### src/sv/assert_macros.svh
// Assertion macros used by the row accumulator datapath.
`ifndef ASSERT_MACROS_SVH
`define ASSERT_MACROS_SVH

// The consequent holds in the same cycle as the antecedent.
`define SRSM_ASSERT_SAME(label, clk, rst, ante, cons) \
   label: assert property (@(posedge clk) disable iff (rst) (ante) |-> (cons)) \
      else $error("assertion failed");

// The consequent holds in the cycle after the antecedent.
`define SRSM_ASSERT_NEXT(label, clk, rst, ante, cons) \
   label: assert property (@(posedge clk) disable iff (rst) (ante) |=> (cons)) \
      else $error("assertion failed");

`endif

### src/sv/srsm_pkg.sv
// Shared types, constants and command structs of the sparse row accumulator.
package srsm_pkg;

   localparam int ROW_CAPACITY_DEF = 64;
   localparam int COLUMN_BITS_DEF  = 16;

   typedef struct packed {
      logic [15:0]        column;
      logic signed [31:0] product_value;
      logic               has_entry;
      logic               row_end;
   } req_item_type;

   typedef struct packed {
      logic [15:0]        merged_column;
      logic signed [31:0] merged_sum;
      logic               last_of_row;
      logic               row_empty;
      logic               overflowed;
   } rsp_item_type;

   typedef enum logic [3:0] {
      ST_IDLE,
      ST_DISPATCH,
      ST_SEARCH_RD,
      ST_SEARCH_CMP,
      ST_SHIFT_CHK,
      ST_SHIFT_RD,
      ST_SHIFT_WR,
      ST_ITEM_DONE,
      ST_EMIT_RD,
      ST_EMIT_CHK,
      ST_EMIT_FIN
   } state_type;

   typedef struct packed {
      logic accept;
      logic idx_clr;
      logic idx_inc;
      logic idx_dec;
      logic idx_to_count;
      logic pos_save;
      logic rd_en;
      logic rd_shift;
      logic wr_merge;
      logic wr_shift;
      logic wr_new;
      logic count_inc;
      logic ovf_set;
      logic emit_push;
      logic emit_final;
   } cmd_type;

   typedef struct packed {
      logic has_entry;
      logic row_end;
      logic idx_lt_count;
      logic idx_gt_pos;
      logic rd_lt;
      logic rd_eq;
      logic full;
      logic skip;
      logic pend_valid;
      logic out_full;
   } status_type;

endpackage

### src/sv/srsm_ram.sv
// Generic single-write, single-read RAM with registered read data.
module srsm_ram #(
   parameter int WIDTH = 8,
   parameter int DEPTH = 4
) (
   input  logic                     clock,
   input  logic                     wr_en,
   input  logic [$clog2(DEPTH)-1:0] wr_addr,
   input  logic [WIDTH-1:0]         wr_data,
   input  logic                     rd_en,
   input  logic [$clog2(DEPTH)-1:0] rd_addr,
   output logic [WIDTH-1:0]         rd_data
);
   logic [WIDTH-1:0] mem_ff [DEPTH];
   logic [WIDTH-1:0] rd_data_ff;

   always_ff @(posedge clock) begin
      if (wr_en) begin
         mem_ff[wr_addr] <= wr_data;
      end
      if (rd_en) begin
         rd_data_ff <= mem_ff[rd_addr];
      end
   end

   assign rd_data = rd_data_ff;
endmodule

### src/sv/srsm_ctrl.sv
// Controller state machine: insertion search, shift, and row emission sequencing.
module srsm_ctrl (
   input  logic                clock,
   input  logic                reset,
   input  logic                req_valid,
   output logic                req_stall,
   input  srsm_pkg::status_type sts,
   output srsm_pkg::cmd_type    cmd
);
   import srsm_pkg::*;

   state_type state_ff, state_in;

   always_ff @(posedge clock) begin
      if (reset) begin
         state_ff <= ST_IDLE;
      end else begin
         state_ff <= state_in;
      end
   end

   always_comb begin
      state_in = state_ff;
      case (state_ff)
         ST_IDLE: if (req_valid) state_in = ST_DISPATCH;
         ST_DISPATCH: begin
            if (sts.has_entry) state_in = ST_SEARCH_RD;
            else if (sts.row_end) state_in = ST_EMIT_RD;
            else state_in = ST_IDLE;
         end
         ST_SEARCH_RD: state_in = sts.idx_lt_count ? ST_SEARCH_CMP : ST_SHIFT_CHK;
         ST_SEARCH_CMP: begin
            if (sts.rd_lt) state_in = ST_SEARCH_RD;
            else if (sts.rd_eq) state_in = ST_ITEM_DONE;
            else state_in = ST_SHIFT_CHK;
         end
         ST_SHIFT_CHK: state_in = sts.full ? ST_ITEM_DONE : ST_SHIFT_RD;
         ST_SHIFT_RD: state_in = sts.idx_gt_pos ? ST_SHIFT_WR : ST_ITEM_DONE;
         ST_SHIFT_WR: state_in = ST_SHIFT_RD;
         ST_ITEM_DONE: state_in = sts.row_end ? ST_EMIT_RD : ST_IDLE;
         ST_EMIT_RD: state_in = sts.idx_lt_count ? ST_EMIT_CHK : ST_EMIT_FIN;
         ST_EMIT_CHK: begin
            if (sts.skip || !(sts.pend_valid && sts.out_full)) state_in = ST_EMIT_RD;
         end
         ST_EMIT_FIN: if (!sts.out_full) state_in = ST_IDLE;
         default: state_in = ST_IDLE;
      endcase
   end

   always_comb begin
      cmd = '0;
      req_stall = 1'b1;
      case (state_ff)
         ST_IDLE: begin
            req_stall = 1'b0;
            cmd.accept = req_valid;
            cmd.idx_clr = 1'b1;
         end
         ST_DISPATCH: ;
         ST_SEARCH_RD: begin
            cmd.rd_en = sts.idx_lt_count;
            cmd.pos_save = !sts.idx_lt_count;
         end
         ST_SEARCH_CMP: begin
            cmd.idx_inc = sts.rd_lt;
            cmd.wr_merge = sts.rd_eq;
            cmd.pos_save = !sts.rd_lt && !sts.rd_eq;
         end
         ST_SHIFT_CHK: begin
            cmd.ovf_set = sts.full;
            cmd.idx_to_count = !sts.full;
         end
         ST_SHIFT_RD: begin
            cmd.rd_en = sts.idx_gt_pos;
            cmd.rd_shift = 1'b1;
            cmd.wr_new = !sts.idx_gt_pos;
            cmd.count_inc = !sts.idx_gt_pos;
         end
         ST_SHIFT_WR: begin
            cmd.wr_shift = 1'b1;
            cmd.idx_dec = 1'b1;
         end
         ST_ITEM_DONE: cmd.idx_clr = 1'b1;
         ST_EMIT_RD: cmd.rd_en = sts.idx_lt_count;
         ST_EMIT_CHK: begin
            if (sts.skip) begin
               cmd.idx_inc = 1'b1;
            end else if (!(sts.pend_valid && sts.out_full)) begin
               cmd.emit_push = 1'b1;
               cmd.idx_inc = 1'b1;
            end
         end
         ST_EMIT_FIN: cmd.emit_final = !sts.out_full;
         default: ;
      endcase
   end
endmodule

### src/sv/srsm_datapath.sv
// Datapath: item registers, index counters, entry store, merge adder and result register.
module srsm_datapath #(
   parameter int ROW_CAPACITY = srsm_pkg::ROW_CAPACITY_DEF,
   parameter int COLUMN_BITS  = srsm_pkg::COLUMN_BITS_DEF
) (
   input  logic                   clock,
   input  logic                   reset,
   input  srsm_pkg::req_item_type req_item,
   input  logic                   csr_wr_en,
   input  logic                   csr_wr_data,
   input  srsm_pkg::cmd_type      cmd,
   output srsm_pkg::status_type   sts,
   output logic                   rsp_valid,
   input  logic                   rsp_stall,
   output srsm_pkg::rsp_item_type rsp_item
);
   import srsm_pkg::*;
`include "assert_macros.svh"

   localparam int CW = $clog2(ROW_CAPACITY + 1);
   localparam int AW = $clog2(ROW_CAPACITY);
   localparam int EW = COLUMN_BITS + 32;

   logic [COLUMN_BITS-1:0] col_ff;
   logic signed [31:0]     val_ff;
   logic                   has_ff, end_ff;
   logic [CW-1:0]          idx_ff, idx_in, pos_ff, count_ff, count_in;
   logic                   ovf_ff, ovf_in, drop_ff;
   logic [EW-1:0]          pend_ff;
   logic                   pend_valid_ff, pend_valid_in;
   rsp_item_type           out_ff, out_in;
   logic                   out_full_ff, out_full_in;

   logic                   wr_en, rd_en;
   logic [AW-1:0]          wr_addr, rd_addr;
   logic [EW-1:0]          wr_data, rd_data;
   logic [COLUMN_BITS-1:0] rd_col, pend_col;
   logic signed [31:0]     rd_val, sum;
   logic signed [32:0]     wide_sum;

   assign rd_col   = rd_data[EW-1:32];
   assign rd_val   = rd_data[31:0];
   assign pend_col = pend_ff[EW-1:32];

   // Saturating merge of the arriving value into the stored one.
   assign wide_sum = {rd_val[31], rd_val} + {val_ff[31], val_ff};
   always_comb begin
      if (wide_sum[32] != wide_sum[31]) begin
         sum = wide_sum[32] ? {1'b1, 31'b0} : {1'b0, {31{1'b1}}};
      end else begin
         sum = wide_sum[31:0];
      end
   end

   assign rd_en   = cmd.rd_en;
   assign rd_addr = cmd.rd_shift ? AW'(idx_ff - 1'b1) : AW'(idx_ff);
   assign wr_en   = cmd.wr_merge || cmd.wr_shift || cmd.wr_new;
   assign wr_addr = AW'(idx_ff);
   always_comb begin
      if (cmd.wr_merge) wr_data = {rd_col, sum};
      else if (cmd.wr_shift) wr_data = rd_data;
      else wr_data = {col_ff, val_ff};
   end

   srsm_ram #(.WIDTH(EW), .DEPTH(ROW_CAPACITY)) u_store (
      .clock   (clock),
      .wr_en   (wr_en),
      .wr_addr (wr_addr),
      .wr_data (wr_data),
      .rd_en   (rd_en),
      .rd_addr (rd_addr),
      .rd_data (rd_data)
   );

   always_comb begin
      idx_in = idx_ff;
      if (cmd.idx_clr) idx_in = '0;
      else if (cmd.idx_inc) idx_in = idx_ff + 1'b1;
      else if (cmd.idx_dec) idx_in = idx_ff - 1'b1;
      else if (cmd.idx_to_count) idx_in = count_ff;

      count_in = count_ff;
      ovf_in = ovf_ff;
      if (cmd.count_inc) count_in = count_ff + 1'b1;
      if (cmd.ovf_set) ovf_in = 1'b1;
      if (cmd.emit_final) begin
         count_in = '0;
         ovf_in = 1'b0;
      end

      out_full_in = out_full_ff && rsp_stall;
      out_in = out_ff;
      pend_valid_in = pend_valid_ff;
      if (cmd.emit_push) begin
         pend_valid_in = 1'b1;
         if (pend_valid_ff) begin
            out_full_in = 1'b1;
            out_in.merged_column = 16'(pend_col);
            out_in.merged_sum = pend_ff[31:0];
            out_in.last_of_row = 1'b0;
            out_in.row_empty = 1'b0;
            out_in.overflowed = ovf_ff;
         end
      end
      if (cmd.emit_final) begin
         pend_valid_in = 1'b0;
         out_full_in = 1'b1;
         out_in.merged_column = pend_valid_ff ? 16'(pend_col) : 16'd0;
         out_in.merged_sum = pend_valid_ff ? pend_ff[31:0] : 32'sd0;
         out_in.last_of_row = 1'b1;
         out_in.row_empty = !pend_valid_ff;
         out_in.overflowed = ovf_ff;
      end
   end

   always_ff @(posedge clock) begin
      if (reset) begin
         idx_ff <= '0;
         count_ff <= '0;
         ovf_ff <= 1'b0;
         drop_ff <= 1'b1;
         pend_valid_ff <= 1'b0;
         out_full_ff <= 1'b0;
         has_ff <= 1'b0;
         end_ff <= 1'b0;
      end else begin
         idx_ff <= idx_in;
         count_ff <= count_in;
         ovf_ff <= ovf_in;
         pend_valid_ff <= pend_valid_in;
         out_full_ff <= out_full_in;
         if (csr_wr_en) drop_ff <= csr_wr_data;
         if (cmd.accept) begin
            has_ff <= req_item.has_entry;
            end_ff <= req_item.row_end;
         end
      end
   end

   always_ff @(posedge clock) begin
      if (cmd.accept) begin
         col_ff <= COLUMN_BITS'(req_item.column);
         val_ff <= req_item.product_value;
      end
      if (cmd.pos_save) pos_ff <= idx_ff;
      if (cmd.emit_push) pend_ff <= rd_data;
      out_ff <= out_in;
   end

   always_comb begin
      sts.has_entry    = has_ff;
      sts.row_end      = end_ff;
      sts.idx_lt_count = idx_ff < count_ff;
      sts.idx_gt_pos   = idx_ff > pos_ff;
      sts.rd_lt        = rd_col < col_ff;
      sts.rd_eq        = rd_col == col_ff;
      sts.full         = count_ff == CW'(ROW_CAPACITY);
      sts.skip         = drop_ff && (rd_val == 32'sd0);
      sts.pend_valid   = pend_valid_ff;
      sts.out_full     = out_full_ff;
   end

   assign rsp_valid = out_full_ff;
   assign rsp_item  = out_ff;

   `SRSM_ASSERT_SAME(a_count_bound, clock, reset, 1'b1, count_ff <= CW'(ROW_CAPACITY))
   `SRSM_ASSERT_SAME(a_ovf_only_full, clock, reset, ovf_ff, count_ff == CW'(ROW_CAPACITY))
   `SRSM_ASSERT_NEXT(a_final_clears, clock, reset, cmd.emit_final,
                     count_ff == '0 && !ovf_ff && out_full_ff && out_ff.last_of_row)
endmodule

### src/sv/sparse_row_sort_merge.sv
// Sparse row accumulator: each accepted item that carries an entry is inserted into a
// column-sorted store (merged by saturating add when the column is already held, dropped
// with the overflow flag set when the store is full) by a walk over the store RAM that
// reads one entry at a time; no new item is taken until the last one is done. A row-end
// item then reads the store out entry by entry, more slowly while results are stalled.
// No clearing pass is needed after reset.
module sparse_row_sort_merge #(
   parameter int ROW_CAPACITY = srsm_pkg::ROW_CAPACITY_DEF,
   parameter int COLUMN_BITS  = srsm_pkg::COLUMN_BITS_DEF
) (
   input  logic                   clock,
   input  logic                   reset,
   input  logic                   req_valid,
   output logic                   req_stall,
   input  srsm_pkg::req_item_type req_item,
   output logic                   rsp_valid,
   input  logic                   rsp_stall,
   output srsm_pkg::rsp_item_type rsp_item,
   input  logic                   csr_wr_en,
   input  logic                   csr_wr_data
);
   import srsm_pkg::*;

   cmd_type    cmd;
   status_type sts;

   srsm_ctrl u_ctrl (
      .clock     (clock),
      .reset     (reset),
      .req_valid (req_valid),
      .req_stall (req_stall),
      .sts       (sts),
      .cmd       (cmd)
   );

   srsm_datapath #(.ROW_CAPACITY(ROW_CAPACITY), .COLUMN_BITS(COLUMN_BITS)) u_dp (
      .clock       (clock),
      .reset       (reset),
      .req_item    (req_item),
      .csr_wr_en   (csr_wr_en),
      .csr_wr_data (csr_wr_data),
      .cmd         (cmd),
      .sts         (sts),
      .rsp_valid   (rsp_valid),
      .rsp_stall   (rsp_stall),
      .rsp_item    (rsp_item)
   );
endmodule

### config.mk
export PLATFORM = sky130hd
export DESIGN_NAME = sparse_row_sort_merge
export DESIGN_NICKNAME = d
export VERILOG_FILES = /design/src/sv/srsm_pkg.sv /design/src/sv/srsm_ram.sv /design/src/sv/srsm_ctrl.sv /design/src/sv/srsm_datapath.sv /design/src/sv/sparse_row_sort_merge.sv
export VERILOG_INCLUDE_DIRS = /design/src /design/src/sv
export SDC_FILE = /design/constraint.sdc
export NUM_CORES = 2
export LEC_CHECK = 0
export BUFFER_PORTS_ARGS = -buffer_cell sky130_fd_sc_hd__buf_2
export CORE_ASPECT_RATIO = 1.75
export CORE_MARGIN = 2
export CORE_UTILIZATION = 57
export CTS_CLUSTER_DIAMETER = 200
export CTS_CLUSTER_SIZE = 12
export DETAILED_ROUTE_END_ITERATION = 6
export GPL_TIMING_DRIVEN = 0
export PLACE_DENSITY = 0.76
export SLEW_MARGIN = 40
export SYNTH_ARGS = -nofsm -noshare
export SYNTH_HDL_FRONTEND = slang
export SYNTH_SLANG_ARGS = --single-unit
### constraint.sdc
create_clock -name clock -period 7.61 [get_ports clock]
set_input_delay 1.1415 -clock clock [delete_from_list [all_inputs] [get_ports clock]]
set_output_delay 1.1415 -clock clock [all_outputs]
set_load 0.03 [all_outputs]
* Word-level counts from Yosys, hierarchy flattened *
Memory sizes are Yosys's and may differ from the RTL's. A register that Yosys moved wholly into a read port is not among the register bits.
Cells that the tools add are included.

word-level totals
  output and inout port bits = 53
  register bits after elaboration = 178
  word-level logic and storage cells = 116
  memory bits (writable) = 3072
  memories = 1

cells by class
  add/subtract/negate cells = 4
  eq/ne operators = 16
  reductions and logical operators = 27
  magnitude comparators = 3
  muxes and demuxes = 47

memories
  memory               depth  bits a word  rd ports  clocked after memory_dff  wr ports  line            source
  u_dp.u_store.mem_ff  64     48           1         1                         1         srsm_ram.sv:14  logic [WIDTH-1:0] mem_ff [DEPTH];

operator list
  cell                                                 count
  2-to-1 mux 51 bit                                    3
  2-to-1 mux 32 bit                                    3
  2-to-1 mux 48 bit                                    2
  one-hot mux 4 bit (11 select lines)                  1
  adder 32 x 32 -> 33 bit                              1
  logical NOT 32 bit                                   1
  2-to-1 mux 4 bit                                     6
  2-to-1 mux 7 bit                                     3
  2-to-1 mux 1 bit                                     19
  equality test 16 bit                                 1
  equality test 4 x 3 -> 1 bit, second input constant  4
  < comparator 16 bit                                  1
  2-to-1 mux 16 bit                                    1
  adder 7 x 1 -> 7 bit, second input constant          2
  equality test 4 bit, second input constant           3
  equality test 4 x 2 -> 1 bit, second input constant  2
  logical NOT 1 bit                                    8
  2-to-1 mux 2 bit                                     4
  OR reduction 2 bit                                   4
  equality test 7 bit, second input constant           1
  greater-than comparator 7 bit                        1
  < comparator 7 bit                                   1
  subtractor 7 x 1 -> 7 bit, second input constant     1
  2-to-1 mux 6 bit                                     1
  other kinds (13)                                     23

* Logic depth before layout (Yosys ltp) *
  depth in word-level cells = 6
  gate-level depth with buffers = 18
  depth with buffers taken out = 15

* Hierarchy *
From an unflattened synthesis, not the netlist that was laid out.

second synthesis, totals
  cells, all modules = 5941
  area, all modules = 127951.5 µm²

by module, submodules not included
  module         instances  area each (µm²)  cells each
  srsm_ram       1          117597.8         4970
  srsm_datapath  1          9826.9           891
  srsm_ctrl      1          526.8            80

* Worst setup path before layout *
No wires, ideal clock.

  kind = register to register
  start point = register u_dp.idx_ff[0]
  end point = memory u_dp.u_store.mem_ff[48][0] in the netlist's numbering, enable pin
  stages on the path, launching flop included = 13
  library setup time = 0.575 ns
  clock period less this slack = 7.562 ns
  data arrival time = 6.987 ns
  setup slack = 0.048 ns
  path buffers = 2
  cells stage by stage = dfxtp_1 > clkbuf_1 > inv_1 > ha_1 > nor2b_1 > o21a_1 > o21a_1 > o31ai_1 > nand2_1 > nand2_1 > clkbuf_1 > nand4b_1 > nor4_1

on the way
  word-level cells in the longest chain between the ends = 6

RTL lines
  item                                    line                  source
  start: declaration                      srsm_datapath.sv:27   logic [CW-1:0] idx_ff, idx_in, pos_ff, count_ff, count_in;
  start signal: assignment                srsm_datapath.sv:127  idx_ff <= idx_in;
  greater-than comparator 7 bit           srsm_datapath.sv:154  sts.idx_gt_pos = idx_ff > pos_ff;
  logical NOT 1 bit                       srsm_ctrl.sv:76       cmd.wr_new = !sts.idx_gt_pos;
  2-to-1 mux 2 bit                        srsm_ctrl.sv:53       case (state_ff)
  logical OR 1 bit                        srsm_datapath.sv:57   assign wr_en = cmd.wr_merge || cmd.wr_shift || cmd.wr_new;
  2-to-1 mux 1 bit                        srsm_ram.sv:18        if (wr_en) begin
  2-to-1 mux 1 bit (implied by the code)  srsm_ram.sv:19        mem_ff[wr_addr] <= wr_data;
  end: declaration                        srsm_ram.sv:14

Parallel ways exist; a longest one is shown, timed or not.

* Final worst setup path *
  start point = register u_dp.u_store.rd_data_ff[1], in the netlist u_dp.u_store.rd_data[1], read port of u_dp.u_store.mem_ff
  end point = memory u_dp.u_store.mem_ff[12][13] in the netlist's numbering, data pin

on the way
  word-level cells in the longest chain between the ends = 4

RTL lines
  item                                                line                                      source
  start: declaration                                  srsm_ram.sv:15                            logic [WIDTH-1:0] rd_data_ff;
  adder 32 x 32 -> 33 bit *                           srsm_datapath.sv:46                       assign wide_sum = {rd_val[31], rd_val} + {val_ff[31], val_ff};
  2-to-1 mux 32 bit or != test 1 bit (tied branches)  srsm_datapath.sv:49, srsm_datapath.sv:48
  2-to-1 mux 32 bit *                                 srsm_datapath.sv:48                       if (wide_sum[32] != wide_sum[31]) begin
  2-to-1 mux 48 bit *                                 srsm_datapath.sv:60                       if (cmd.wr_merge) wr_data = {rd_col, sum};
  named net u_dp.u_store.wr_data[13]                  srsm_ram.sv:9                             input logic [WIDTH-1:0] wr_data,

The timed path passes the listed nets; every way through them passes the cells marked *.

==> run summary <==
========================================================================================================
Area of the multi-input gates                                                                27900 sq um
Distinct cell type count after synthesis                                                              72
Max_slew headroom                                                                                  35.4%
Worst-case hold path end point                                                              u_dp.val_ff[22]
TritonCTS clock tree                                                                                done
Core box area                                                                               222000 sq um
Worst-Margin Slew                                                                                 969 ps
Wire length of the first global-routing pass                                                      540 mm
Maximum fanout along the worst path                                                                   16
Post-CTS clock slew at the launch and capture registers of the worst setup and hold paths          60 ps
Unrepaired setup endpoints after global routing                                                       no
Initial cell density of the core                                                                   57.2%
DIE WIDTH                                                                                         361 um
Sum of routed wire length over all layers                                                         389 mm
R2r worst-path depth                                                                                  20
Startpoint of the worst register-to-register path                                           u_dp.u_store.rd_data[1]
Part of the cycle the worst path needs                                                             95.5%
Hold depth                                                                                             1
Iteration-0 DRC Markers                                                                            11.2k
Slowest cell on the critical path                                                           sky130_fd_sc_hd__o41ai_4
Post-detailed-placement half-perimeter wirelength                                                 257 mm
Number of I/O pins                                                                                   109
Pint                                                                                             31.9 mW
Leak pwr                                                                                         47.8 nW
YS warnings                                                                                            0
Maximum clock skew at final layout                                                               73.9 ps
Nature of the critical path startpoint                                                              flop
Root buffer cell                                                                            sky130_fd_sc_hd__clkbuf_16
Peak supply drop                                                                                0.190 mV
Path type of the worst min-delay path                                                       input pin to flop
Area of the mapped netlist                                                                  127000 sq um
Crit path capture type                                                                              flop
Number of cells upsized or downsized after cts                                                         0
Worst Setup Path Type                                                                       flop to flop
Remaining routing DRC violations                                                                       0
Most frequent cells in the layout                                                           sky130_fd_sc_hd__edfxtp_1, sky130_fd_sc_hd__mux4_2, sky130_fd_sc_hd__clkbuf_16
Maximum number of pins on one net before global-route repair                                          65
Most common cell on crit path                                                               sky130_fd_sc_hd__buf_4
Detail Route Antenna Nets                                                                              0
Global route total overflow                                                                            0
Power share of the combinational group                                                             20.6%
Primary flip-flop cell chosen by synthesis mapping                                          sky130_fd_sc_hd__edfxtp_1
Register-to-register setup slack                                                                  340 ps
Endpoint of the most critical register-to-register path                                     u_dp.u_store.mem_ff[12][13]
Share of total power consumed by net switching                                                     28.7%
Number of synthesized flops with an enable pin                                                      3273
DIE HEIGHT                                                                                        629 um
Total of flip-flops plus latches after synthesis                                                    3298
Post-synthesis async set-or-reset flop share                                                          0%
GRT Resource Usage Total                                                                           34.4%
Nets@finish                                                                                         6755
Time the final worst path needs with I/O delays and setup                                        7270 ps
Number of hold buffers added after cts                                                                 0
Number of post-CTS setup repair buffers                                                                0
Switching power                                                                                  12.8 mW
Sink count of the clock tree                                                                        3298
Number of antenna violations at the first check in global routing                                     24
Crit path buffers/inverters                                                                            8
Total die area                                                                              227000 sq um
Syn Inst Count                                                                                      5826
Most common cell after layout, fill and taps aside                                          sky130_fd_sc_hd__edfxtp_1
Flop pwr share                                                                                     48.2%
Worst path top cell family by delay                                                         buffers and inverters
Vias in the first global route                                                                     71.3k
Setup slack after placement                                                                       589 ps
Maximum level of the CTS H-tree                                                                        5
Layout Area Growth over Synthesis                                                                  15.9%
Layout cells sized above 1                                                                         28.1%
Mean area per synthesized cell                                                                21.8 sq um
Weighted congestion reported at the end of routability-driven placement                            0.976
Clock power frac                                                                                   31.1%
Final setup vio count                                                                                  0
Power per Cell Area                                                                          304 nW/um^2
Post-route core utilization                                                                        66.3%
Max cap viols                                                                                          0
Clock buffers created by TritonCTS                                                                   316
Req. time, crit path                                                                             8270 ps
Final critical-path setup slack                                                                   343 ps
Routed length per placed instance                                                                40.6 um
Worst skew pair latency                                                                           910 ps
Series of cell instances along the critical path                                            ha_1 -> a211oi_1 -> o21ai_1 -> a21oi_1 -> a2111oi_2 -> o41ai_4 -> nor2_1 -> nor3_2 -> xnor2_1 -> ha_1 -> clkbuf_1 -> inv_1 -> clkbuf_1 -> clkbuf_1 -> nand2_1 -> a22oi_2 -> buf_4 -> buf_4 -> buf_4 -> buf_4
Final count of pins violating max slew                                                                 0
Count of buffers from port buffering                                                                 107
Synthesized netlist net count                                                                       5950
First-pass detailed-route iteration total                                                              6
Longest individual stage delay on the worst path                                                  620 ps
Critical path data arrival time                                                                  7930 ps
Vias after detailed routing                                                                        69.6k
Maximum buffer depth of the clock tree                                                                 4
Sequential share of the synthesized area                                                           77.7%
Row count                                                                                            229
Filler Cell Count                                                                                  12.9k
Final setup TNS                                                                                     0 ps
Power after layout                                                                               44.7 mW
Outcome                                                                                        completed
Max Fclk                                                                                         138 MHz
Worst hold start                                                                            req_item[24]
Area used by sequential logic in the layout                                                  98800 sq um
Crit. path cell count                                                                                 20
Final hold viol count                                                                                  0
Routed via count divided by cell count                                                              7.27
========================================================================================================
-- flip-flops by register name, indices dropped and copies added, names as in the netlist --
signal and count:
u_dp.pos_ff 7, u_dp.count_ff 7, u_dp.ovf_ff 1, u_dp.has_ff 1, u_dp.col_ff 16, u_ctrl.state_ff 4, u_dp.end_ff 1, u_dp.drop_ff 1
u_dp.idx_ff 7, u_dp.pend_ff 48, u_dp.u_store.mem_ff 3072, u_dp.u_store.rd_data 48, u_dp.rsp_item 51, u_dp.pend_valid_ff 1, u_dp.val_ff 32, u_dp.rsp_valid 1
-- kinds of logic (layout without fill, tap and decap cells) --
| family | count (synthesis) | after routing | share of synthesized area (%) |
|---|---|---|---|
| DFF | 3298 | 3298 | 77.7 |
| and+or+nand+nor | 542 | 542 | 1.98 |
| adders and majority gates | 68 | 68 | 0.675 |
| other | 0 | 11 | 0 |
| AOI/OAI and AO/OA | 708 | 708 | 4.28 |
| muxes | 793 | 793 | 13.8 |
| buffers and inverters | 376 | 1230 | 1.25 |
| xor gates and xnor gates | 41 | 41 | 0.288 |
-- per-layer routing --
layer	track usage [%]	vias up	part of all wire, %
met5	0	-	0.013
met4	29.0	10	11
met3	6.86	1641	9.7
met2	58.4	6110	50
met1	36.9	35600	29
li1	-	26300	-
-- layout make-up --
type                       count  area share, %
buffer                       327          0.988
inverter                      49          0.128
sequential                  3298           67.1
multi-input combinational   2152           18.9
antenna                       11         0.0187
tap                         2887           2.45
clock inverter                12         0.0884
clock buffer                 355           5.57
timing repair buffer         487           4.76
-- power groups by stage --
stage	Combinational (mW)	Sequential, mW	Clock (mW)
after floorplan	4.52	22.1	0
after global placement	7.71	22.3	0
after detailed placement	8.70	22.0	0
after CTS	8.90	21.6	13.9
after global routing	9.41	21.6	14.5
final	9.23	21.6	13.9
-- worst max path at each step --
stage / slack (ps) / from / to
2_1_floorplan: 50 / u_dp.idx_ff[0] / u_dp.u_store.mem_ff[48][0]
3_3_place_gp: -7760 / u_dp.u_store.rd_data[43] / u_dp.u_store.mem_ff[48][10]
3_5_place_dp: 590 / u_dp.u_store.rd_data[1] / u_dp.u_store.mem_ff[14][13]
4_1_cts: 500 / u_dp.u_store.rd_data[1] / u_dp.u_store.mem_ff[12][13]
5_1_grt: 130 / u_dp.u_store.rd_data[16] / u_dp.u_store.mem_ff[12][13]
6_report: 340 / u_dp.u_store.rd_data[1] / u_dp.u_store.mem_ff[12][13]
-- cell usage after synthesis, types with 28 or more instances --
library cell | count | share of area [%]
sky130_fd_sc_hd__a211oi_1 | 29 | 0.17
sky130_fd_sc_hd__a21oi_1 | 50 | 0.20
sky130_fd_sc_hd__a221oi_1 | 96 | 0.66
sky130_fd_sc_hd__a22o_1 | 96 | 0.66
sky130_fd_sc_hd__a22oi_1 | 245 | 1.4
sky130_fd_sc_hd__and2_1 | 53 | 0.26
sky130_fd_sc_hd__buf_1 | 41 | 0.12
sky130_fd_sc_hd__buf_2 | 88 | 0.35
sky130_fd_sc_hd__clkbuf_1 | 187 | 0.55
sky130_fd_sc_hd__edfxtp_1 | 3273 | 77
sky130_fd_sc_hd__ha_1 | 67 | 0.66
sky130_fd_sc_hd__inv_1 | 49 | 0.14
sky130_fd_sc_hd__mux4_2 | 768 | 14
sky130_fd_sc_hd__nand2_1 | 214 | 0.63
sky130_fd_sc_hd__nor2_1 | 131 | 0.39
sky130_fd_sc_hd__o21ai_0 | 34 | 0.13
sky130_fd_sc_hd__o221ai_1 | 51 | 0.35
sky130_fd_sc_hd__xnor2_1 | 28 | 0.19
-- stage by stage --
step | std cells | area (sq um) | hold WS, ps
6_report | 9578 | 147000 | 439
5_1_grt | 9570 | 147000 | 435
4_1_cts | 9560 | 147000 | 411
3_5_place_dp | 9193 | 139000 | 435
3_3_place_gp | 8820 | 131000 | 442
2_1_floorplan | 5826 | 127000 | 426
-- worst reg2reg max path, stage by stage (launching register included) --
cell	delay [ps]
sky130_fd_sc_hd__edfxtp_1	590
sky130_fd_sc_hd__ha_1	400
sky130_fd_sc_hd__a211oi_1	350
sky130_fd_sc_hd__o21ai_1	210
sky130_fd_sc_hd__a21oi_1	420
sky130_fd_sc_hd__a2111oi_2	260
sky130_fd_sc_hd__o41ai_4	620
sky130_fd_sc_hd__nor2_1	110
sky130_fd_sc_hd__nor3_2	230
sky130_fd_sc_hd__xnor2_1	150
sky130_fd_sc_hd__ha_1	240
sky130_fd_sc_hd__clkbuf_1	320
sky130_fd_sc_hd__inv_1	270
sky130_fd_sc_hd__clkbuf_1	530
sky130_fd_sc_hd__clkbuf_1	550
sky130_fd_sc_hd__nand2_1	140
sky130_fd_sc_hd__a22oi_2	610
sky130_fd_sc_hd__buf_4	330
sky130_fd_sc_hd__buf_4	260
sky130_fd_sc_hd__buf_4	210
sky130_fd_sc_hd__buf_4	250
Note: power is estimated with default switching activity, not from simulation.
